`config.mk`:
```
export PLATFORM = sky130hd
export DESIGN_NAME = css_whitespace_comment_stripper_core
export DESIGN_NICKNAME = d
export VERILOG_FILES = /design/src/rtl/cwcs_pkg.sv /design/src/rtl/css_whitespace_comment_stripper_core.sv
export SDC_FILE = /design/constraint.sdc
export NUM_CORES = 1
export LEC_CHECK = 0
export BUFFER_PORTS_ARGS = -buffer_cell sky130_fd_sc_hd__buf_2
export CORE_UTILIZATION = 50
export CTS_CLUSTER_DIAMETER = 200
export CTS_CLUSTER_SIZE = 30
export DETAILED_ROUTE_END_ITERATION = 12
export PLACE_DENSITY = 0.67
export SYNTH_ARGS = -nofsm -noshare
export SYNTH_HDL_FRONTEND = slang
export SYNTH_SLANG_ARGS = --single-unit
export TNS_END_PERCENT = 30
```
`constraint.sdc`:
```
create_clock -name clk_i -period 7.13 [get_ports clk_i]
set_input_delay 0.3565 -clock clk_i [delete_from_list [all_inputs] [get_ports clk_i]]
set_output_delay 0.3565 -clock clk_i [all_outputs]
set_load 0.02 [all_outputs]
```
`src/rtl/cwcs_pkg.sv`:
```
// Types and character constants shared by the CSS whitespace and comment stripper.
package cwcs_pkg;

  typedef struct packed {
    logic [7:0] in_byte;
    logic       is_last;
  } cwcs_in_t;

  typedef struct packed {
    logic [7:0] out_byte;
    logic       byte_valid;
    logic       end_of_block;
  } cwcs_out_t;

  typedef enum logic [1:0] {
    PhaseOutside   = 2'd0,
    PhaseInside    = 2'd1,
    PhaseAfterStar = 2'd2
  } cwcs_phase_e;

  localparam logic [7:0] ChSpace  = 8'h20;
  localparam logic [7:0] ChTab    = 8'h09;
  localparam logic [7:0] ChLf     = 8'h0a;
  localparam logic [7:0] ChVt     = 8'h0b;
  localparam logic [7:0] ChFf     = 8'h0c;
  localparam logic [7:0] ChCr     = 8'h0d;
  localparam logic [7:0] ChSlash  = 8'h2f;
  localparam logic [7:0] ChStar   = 8'h2a;
  localparam logic [7:0] ChLParen = 8'h28;
  localparam logic [7:0] ChRParen = 8'h29;
  localparam logic [7:0] ChLt     = 8'h3c;
  localparam logic [7:0] ChGt     = 8'h3e;
  localparam logic [7:0] ChLBrack = 8'h5b;
  localparam logic [7:0] ChRBrack = 8'h5d;
  localparam logic [7:0] ChEq     = 8'h3d;
  localparam logic [7:0] ChComma  = 8'h2c;
  localparam logic [7:0] ChColon  = 8'h3a;
  localparam logic [7:0] ChSemi   = 8'h3b;
  localparam logic [7:0] ChAt     = 8'h40;

endpackage

```
`src/rtl/css_whitespace_comment_stripper_core.sv`:
```
// Top level of the CSS whitespace and comment stripper.
// Accepts one byte per cycle on the input channel; each accepted byte is decided in the
// same cycle and yields zero, one or two result transactions, written into a four-entry
// result queue that drains one transaction per cycle while out_stall_i is low. Input
// stalls only while the queue holds more than two results, so the block sustains one
// byte per cycle as long as the text yields at most one result per byte on average; a
// byte that releases both a held slash or space and itself yields two results. The
// final byte of a block always yields at least one result (a bare end marker when
// nothing is emitted) and returns all scanning state to its reset value. prelude_mode
// may be written at any time and applies from the next accepted byte.
module css_whitespace_comment_stripper_core
  import cwcs_pkg::*;
(
  input  logic      clk_i,
  input  logic      rst_ni,
  input  logic      in_valid_i,
  output logic      in_stall_o,
  input  cwcs_in_t  in_data_i,
  output logic      out_valid_o,
  input  logic      out_stall_i,
  output cwcs_out_t out_data_o,
  input  logic      cfg_we_i,
  input  logic      cfg_data_i
);

  localparam int unsigned QDepth = 4;
  localparam int unsigned PtrW   = $clog2(QDepth);
  localparam int unsigned CntW   = $clog2(QDepth + 1);

  function automatic logic is_ws(logic [7:0] c);
    return (c == ChSpace) || (c == ChTab) || (c == ChLf) || (c == ChVt) ||
           (c == ChFf) || (c == ChCr);
  endfunction

  function automatic logic is_delim(logic [7:0] c, logic with_lparen);
    logic r;
    case (c)
      ChRParen, ChLt, ChGt, ChLBrack, ChRBrack,
      ChEq, ChComma, ChColon, ChSemi, ChAt: r = 1'b1;
      ChLParen: r = with_lparen;
      default:  r = 1'b0;
    endcase
    return r;
  endfunction

  logic        prelude_mode_q;
  cwcs_phase_e phase_q, phase_d;
  logic        slash_held_q, slash_held_d;
  logic        space_held_q, space_held_d;
  logic [7:0]  held_char_q, held_char_d;
  logic        space_supp_q, space_supp_d;

  cwcs_out_t   queue_q [QDepth];
  logic [PtrW-1:0] wr_ptr_q, rd_ptr_q;
  logic [CntW-1:0] count_q;

  logic        in_accept, out_accept;
  cwcs_out_t   res0, res1;
  logic [1:0]  n_res;

  assign in_stall_o  = (count_q > CntW'(QDepth - 2));
  assign in_accept   = in_valid_i & ~in_stall_o;
  assign out_valid_o = (count_q != '0);
  assign out_accept  = out_valid_o & ~out_stall_i;
  assign out_data_o  = queue_q[rd_ptr_q];

  always_comb begin
    logic [7:0] b;
    logic       last;
    logic       fresh;
    b            = in_data_i.in_byte;
    last         = in_data_i.is_last;
    fresh        = 1'b1;
    phase_d      = phase_q;
    slash_held_d = slash_held_q;
    space_held_d = space_held_q;
    held_char_d  = held_char_q;
    space_supp_d = space_supp_q;
    res0         = '0;
    res1         = '0;
    n_res        = 2'd0;

    if (phase_q != PhaseOutside) begin
      fresh = 1'b0;
      if (phase_q == PhaseAfterStar && b == ChSlash) begin
        phase_d = PhaseOutside;
      end else if (b == ChStar) begin
        phase_d = PhaseAfterStar;
      end else begin
        phase_d = PhaseInside;
      end
    end else if (slash_held_q) begin
      slash_held_d = 1'b0;
      if (b == ChStar) begin
        phase_d = PhaseInside;
        fresh   = 1'b0;
      end else begin
        res0         = '{out_byte: ChSlash, byte_valid: 1'b1, end_of_block: 1'b0};
        n_res        = 2'd1;
        space_supp_d = 1'b0;
      end
    end else if (space_held_q) begin
      space_held_d = 1'b0;
      if (!(is_ws(b) || is_delim(b, ~prelude_mode_q)) && !space_supp_q) begin
        res0         = '{out_byte: held_char_q, byte_valid: 1'b1, end_of_block: 1'b0};
        n_res        = 2'd1;
        space_supp_d = 1'b1;
      end
      held_char_d = '0;
    end

    if (fresh) begin
      if (b == ChSlash && !last) begin
        slash_held_d = 1'b1;
      end else if (is_ws(b)) begin
        if (!last) begin
          space_held_d = 1'b1;
          held_char_d  = b;
        end
      end else begin
        if (n_res == 2'd0) begin
          res0 = '{out_byte: b, byte_valid: 1'b1, end_of_block: 1'b0};
        end else begin
          res1 = '{out_byte: b, byte_valid: 1'b1, end_of_block: 1'b0};
        end
        n_res        = n_res + 2'd1;
        space_supp_d = is_ws(b) | is_delim(b, 1'b1);
      end
    end

    if (last) begin
      case (n_res)
        2'd0: begin
          res0  = '{out_byte: 8'd0, byte_valid: 1'b0, end_of_block: 1'b1};
          n_res = 2'd1;
        end
        2'd1:    res0.end_of_block = 1'b1;
        default: res1.end_of_block = 1'b1;
      endcase
      phase_d      = PhaseOutside;
      slash_held_d = 1'b0;
      space_held_d = 1'b0;
      held_char_d  = '0;
      space_supp_d = 1'b1;
    end
  end

  always_ff @(posedge clk_i or negedge rst_ni) begin
    if (!rst_ni) begin
      prelude_mode_q <= 1'b0;
      phase_q        <= PhaseOutside;
      slash_held_q   <= 1'b0;
      space_held_q   <= 1'b0;
      held_char_q    <= '0;
      space_supp_q   <= 1'b1;
    end else begin
      if (cfg_we_i) begin
        prelude_mode_q <= cfg_data_i;
      end
      if (in_accept) begin
        phase_q      <= phase_d;
        slash_held_q <= slash_held_d;
        space_held_q <= space_held_d;
        held_char_q  <= held_char_d;
        space_supp_q <= space_supp_d;
      end
    end
  end

  always_ff @(posedge clk_i or negedge rst_ni) begin
    if (!rst_ni) begin
      wr_ptr_q <= '0;
      rd_ptr_q <= '0;
      count_q  <= '0;
    end else begin
      if (in_accept) begin
        wr_ptr_q <= wr_ptr_q + PtrW'(n_res);
      end
      if (out_accept) begin
        rd_ptr_q <= rd_ptr_q + PtrW'(1);
      end
      count_q <= count_q + (in_accept ? CntW'(n_res) : CntW'(0))
                         - (out_accept ? CntW'(1) : CntW'(0));
    end
  end

  always_ff @(posedge clk_i) begin
    if (in_accept) begin
      queue_q[wr_ptr_q] <= res0;
      if (n_res == 2'd2) begin
        queue_q[wr_ptr_q + PtrW'(1)] <= res1;
      end
    end
  end

endmodule

```
* After elaboration in Yosys (flattened, before gate mapping)
Memories as Yosys holds them, arrays and structs flattened.
Cells that the tools add are included.
** Word-level totals
- Register bits after elaboration :: 21
- Memory bits (writable) :: 40
- Bits of input ports :: 15
- Memories :: 1
** Operators by class
- Add/sub/neg operators :: 6
- Magnitude comparators :: 1
- Eq/ne operators :: 22
- Mux-type cells :: 78
- Bitwise logic cells :: 6
- Reduce and logical (&&, ||, !) cells :: 22
** Memories
- queue_q :: words 4, width 10, read ports 1, clocked after memory_dff 0, wr ports 2, line css_whitespace_comment_stripper_core.sv:53 : cwcs_out_t queue_q [QDepth];
** Operator list (number)
- $mux W10 :: 13
- $eq A8 B6 Y1 const B :: 11
- $mux W8 :: 8
- $mux W1 :: 41
- $eq A8 B4 Y1 const B :: 5
- $mux W2 :: 14
- $eq A8 B7 Y1 const B :: 3
- $reduce_or A11 Y1 :: 1
- $reduce_or A10 Y1 :: 1
- $mux W9 :: 1
- $reduce_bool A3 Y1 :: 3
- $add A2 B1 Y2 const B :: 3
- $logic_or A1 B1 Y1 :: 6
- $eq A2 B2 Y1 const B :: 2
- $logic_not A2 Y1 :: 2
- $add A3 B2 Y3 :: 1
- $gt A3 B2 Y1 const B :: 1
- $logic_and A1 B1 Y1 :: 3
- $logic_not A1 Y1 :: 3
- $not A1 Y1 :: 3
- $reduce_and A3 Y1 :: 1
- $sub A3 B1 Y3 :: 1
- $add A2 B2 Y2 :: 1
- $and A1 B1 Y1 :: 2
- 5 further kinds :: 5

* Depth between registers and ports, before layout
- Depth in word-level cells :: 24
- Gate-level depth with buffers :: 20
- Mapped depth without buffers :: 18

* Least setup slack after synthesis
OpenSTA, ideal clock, no wires.
- Path type :: input to register
- Start :: in in_data_i[8] in the netlist's numbering
- End :: reg count_q[2]
- Data arrival time :: 3885 ps
- Data required time :: 7007 ps
- Slack :: 3123 ps
- Stages :: 20
- Buffers on the path :: 2
- Cells stage by stage :: clkbuf_1 -> or3_1 -> or3_1 -> o32a_2 -> and3_1 -> clkbuf_1 -> or2_1 -> ha_1 -> nand2_1 -> o22ai_1 -> a22oi_1 -> o31a_1 -> nand2_1 -> ha_1 -> inv_1 -> ha_1 -> inv_1 -> fa_1 -> xor2_1 -> xnor2_1
** On the way
- Word-level cells in the longest chain between the ends :: 23
** RTL lines
- start, declared :: line css_whitespace_comment_stripper_core.sv:18 : input cwcs_in_t in_data_i,
- $eq A8 B6 Y1 (tied with other cells) :: line css_whitespace_comment_stripper_core.sv:37 : case (c)
- $reduce_or A10 Y1 or $logic_or A1 B1 Y1 (tied branches) :: line css_whitespace_comment_stripper_core.sv:37, css_whitespace_comment_stripper_core.sv:31
- $pmux W1 S2 or $logic_or A1 B1 Y1 (tied branches) :: line css_whitespace_comment_stripper_core.sv:37, css_whitespace_comment_stripper_core.sv:31
- $mux W1 or $logic_or A1 B1 Y1 (tied branches) :: line css_whitespace_comment_stripper_core.sv:102, css_whitespace_comment_stripper_core.sv:31
- $mux W1 or $logic_or A1 B1 Y1 (tied branches) :: line css_whitespace_comment_stripper_core.sv:92, css_whitespace_comment_stripper_core.sv:31
- $mux W1 or $logic_or A1 B1 Y1 (tied branches) :: line css_whitespace_comment_stripper_core.sv:83, css_whitespace_comment_stripper_core.sv:32
- $logic_or A1 B1 Y1 :: line css_whitespace_comment_stripper_core.sv:104 : if (!(is_ws(b) || is_delim(b, ~prelude_mode_q)) && !space_supp_q) begin
- $logic_not A1 Y1 :: line css_whitespace_comment_stripper_core.sv:104
- (+7 left out)
- $mux W2 :: line css_whitespace_comment_stripper_core.sv:113 : if (b == ChSlash && !last) begin
- $mux W2 * :: line css_whitespace_comment_stripper_core.sv:112 : if (fresh) begin
- $logic_not A2 Y1 :: line css_whitespace_comment_stripper_core.sv:132 : case (n_res)
- $mux W2 :: line css_whitespace_comment_stripper_core.sv:132
- $mux W2 * :: line css_whitespace_comment_stripper_core.sv:131 : if (last) begin
- $mux W2 * :: line css_whitespace_comment_stripper_core.sv:182 : count_q <= count_q + (in_accept ? CntW'(n_res) : CntW'(0))
- $add A3 B2 Y3 * :: line css_whitespace_comment_stripper_core.sv:182
- $sub A3 B1 Y3 * :: line css_whitespace_comment_stripper_core.sv:183 : - (out_accept ? CntW'(1) : CntW'(0));
- end signal, assigned :: line css_whitespace_comment_stripper_core.sv:182
- end, declared :: line css_whitespace_comment_stripper_core.sv:55 : logic [CntW-1:0] count_q;
Mark *: on every way between the ends. The rest lies on a longest branch, timed or not. The select of a mux whose other input is x is not followed.
A chain may end at the register's enable or synchronous reset.

==> results by group <==
Status
  – Run status: completed

Cells and area
  – Commonest non-fill, non-tap cell in the layout: edfxtp_1
  – N_diodes: 0
  – Share of cells above drive strength 1: 0.1963
  – Most frequent cells in the layout: edfxtp_1 (40), o2bb2ai_1 (33), nand2_1 (31)
  – Register area: roughly 1700 um^2
  – Fillers: ~590
  – Nets: around 340
  – Fin util: 0.5726
  – Area growth syn-to-layout: 11.15%
  – Area of the multi-input gates: around 1600 um^2

Clock network
  – CTS tree: built
  – Clock root buffer: clkbuf_8
  – Sink Count: 61
  – # resized after CTS: 0
  – CTS Buf Count: 9
  – H-tree depth: 3
  – Clk pin slew, worst setup/hold paths: around 70 ps
  – Latest clock arrival within the worst-skew pair: 350 ps
  – CTS Hold Bufs: 1
  – Setup bufs post-CTS: 0
  – Clk buf depth: 2

Logic synthesis
  – Number of synthesized flops with an enable pin: 40
  – Top_reg_cell synth: edfxtp_1
  – Mapped cell area: ~3500 um^2
  – Asr flop ratio synth: 0.3443
  – Register area share after synthesis: 0.4937
  – Syn avg cell area: between 10 and 15 um^2
  – Post-synth cell types: 64
  – Syn nets: between 300 and 400
  – FF+latch count, synth: slightly above 60
  – Synthesis warning total: 0
  – Synthesized instance count: approximately 300

Pwr
  – Power Internal: around 0.0008 W
  – P_sw: about 0.00038 W
  – Switching share of power: 0.3239
  – Part of the power in the clock network: 0.285
  – Comb power frac: 0.289
  – PwrDens: about 300 nW/um^2
  – VDD IR max: about 0.18 mV
  – Leak: 1.477 nW
  – Reg power frac: 0.425

Setup path
  – CP endpoint kind: flop
  – Critical Path AT: between 3000 and 4000 ps
  – CP max stage cell: a21oi_1
  – Critical Path Start Type: input pin
  – CP cell instances: buf_2, or4b_1, a2111o_1, nor4bb_1, and3_1, or2_1, ha_1, inv_1, nand3_1, nor2_1, nand2_1, a21oi_1
  – WP data required: between 7000 and 8000 ps
  – Critical Setup Path Class: in -> reg
  – CP max FO: 12
  – Crit-path max cell delay: 870 ps

Route
  – Drt pass-1 iters: 5
  – Antenna Nets Post-Route: 0
  – Via count: 2578
  – Post-DR wirelength/cell: between 15 and 20 um
  – Post-Route WL: 7.492 mm
  – # DRC: 0
  – Iter 0 DRT Violations: around 320
  – Via/cell ratio: slightly above 6

STA
  – Hold_ws: between 200 and 250 ps
  – TNS Setup: 0 ps
  – Tcrit/Tclk final: 0.5548
  – Slew Limit Fails: 0
  – Max frequency: about 250 MHz
  – Measured slew at the worst slew-check pin: about 1100 ps
  – Final hold viol count: 0
  – Setup violators final: 0
  – Fin worst setup slack: about 3200 ps
  – Worst clock skew: 11.31 ps
  – Unrepaired setup endpoints after global routing: false
  – Worst slew margin: 0.2549
  – Fin crit period: approximately 4000 ps

Floorplanning
  – Rows: 30
  – Die width: about 86 um
  – Core area: ~6800 um^2
  – Die H: 85.66 um
  – Die area: around 7300 um^2
  – Ports: 27
  – Starting density of the core: 0.5151

Place
  – RD Place Congestion: between 0.8 and 0.9
  – Port-buffer cells: 26
  – Dpl ws: roughly 2800 ps
  – DP Wirelength: 5.532 mm

GRT
  – GRT Resource Usage Total: 0.2313
  – First-pass GRT wire length: 12.61 mm
  – GR Overflow Total: 0
  – Antenna violations before repair: 0
  – Largest net degree at the start of global routing: 22
  – Vias in the first global route: around 2400

Flow run
  – Max-cap violation count: 0

Hold path
  – Hold Path Class: in -> reg
==> flip-flops by register name, indices dropped and copies added (netlist names) <==
signal,cells
queue_q,40
held_char_q,8
count_q,3
phase_q,2
rd_ptr_q,2
wr_ptr_q,2
prelude_mode_q,1
slash_held_q,1
space_held_q,1
space_supp_q,1
==> kinds of logic (layout without fill, tap and decap cells) <==
family,after synthesis,count (layout),synth area share
compound gates,87,87,0.2070
xor+xnor,7,7,0.01752
fa+ha+maj,7,7,0.02717
buf+inv,31,54,0.03575
flops,61,61,0.4937
mux,12,12,0.07043
simple gates,98,98,0.1484
==> per-layer routing <==
metal | track usage | up-vias | routed length, um
li1 | - | 1216 | -
met1 | 0.3463 | 1237 | 3577
met2 | 0.3287 | 109 | 3249
met3 | 0.04620 | 16 | 513
met4 | 0.09697 | 0 | 152
met5 | 0 | - | 0
==> worst max-delay path: cells and delay by family <==
kind,cells,cell delay [ps]
and+or+nand+nor,7,1710
adders and majority gates,1,330
AOI/OAI and AO/OA,2,1250
buffers and inverters,2,270
==> layout make-up <==
class                      count  area share
multi-input combinational    211      0.4233
clock buffer                   9     0.03184
inverter                      11     0.01061
tap                           96     0.03088
timing repair buffer          27     0.03602
clock inverter                 7     0.02316
sequential                    61      0.4442
==> cells in the mapped netlist, drive strengths merged (4+ instances only) <==
master | number | area, um^2
nand2b | 4 | 25.02
dfrtp | 20 | 500.5
or3 | 4 | 25.02
inv | 11 | 41.29
mux4 | 10 | 225.2
nor3 | 4 | 20.02
nor2 | 15 | 56.30
and3 | 5 | 31.28
and2 | 8 | 50.05
a21oi | 15 | 75.07
nand2 | 31 | 116.4
clkbuf | 15 | 56.30
o21ai | 7 | 38.78
xnor2 | 5 | 43.79
ha | 6 | 75.07
nand3 | 7 | 35.03
o2bb2ai | 33 | 289.0
edfxtp | 40 | 1201
a22o | 5 | 43.79
buf | 5 | 27.52
o22ai | 5 | 86.34
==> power by group through the flow <==
stage	Combinational (W)	Clock, W	Sequential, W
6_report	0.000336	0.000331	0.000494
5_1_grt	0.000371	0.000354	0.000504
4_1_cts	0.000341	0.000338	0.000497
3_5_place_dp	0.000340	0	0.000503
3_3_place_gp	0.000333	0	0.000502
2_1_floorplan	0.000284	0	0.000466
==> worst paths after layout <==
check | startpoint | end | slack (ps) | cells after the start
max in group asynchronous | rst_ni | space_supp_q$_DFFE_PN1P_ | 6290 | 2
setup / recovery | in_data_i[5] | queue_q[2][8]$_DFFE_PP_ | 3170 | 12
min in group asynchronous | rst_ni | count_q[0]$_DFF_PN0_ | 500 | 2
hold reg to reg | count_q[2]$_DFF_PN0_ | count_q[2]$_DFF_PN0_ | 500 | 1
hold / removal | cfg_data_i | prelude_mode_q$_DFFE_PN0P_ | 240 | 2
setup reg to reg | space_supp_q$_DFFE_PN1P_ | queue_q[2][8]$_DFFE_PP_ | 3500 | 10
==> through the flow <==
step	cell area (um^2)	std cells	power [W]
final	3890	422	0.001162
after detailed placement	3666	405	0.0008438
after global placement	3666	405	0.0008352
after global routing	3890	422	0.001229
after floorplan	3500	303	0.0007499
after CTS	3890	422	0.001176
Power figures use the tool's default switching activity.
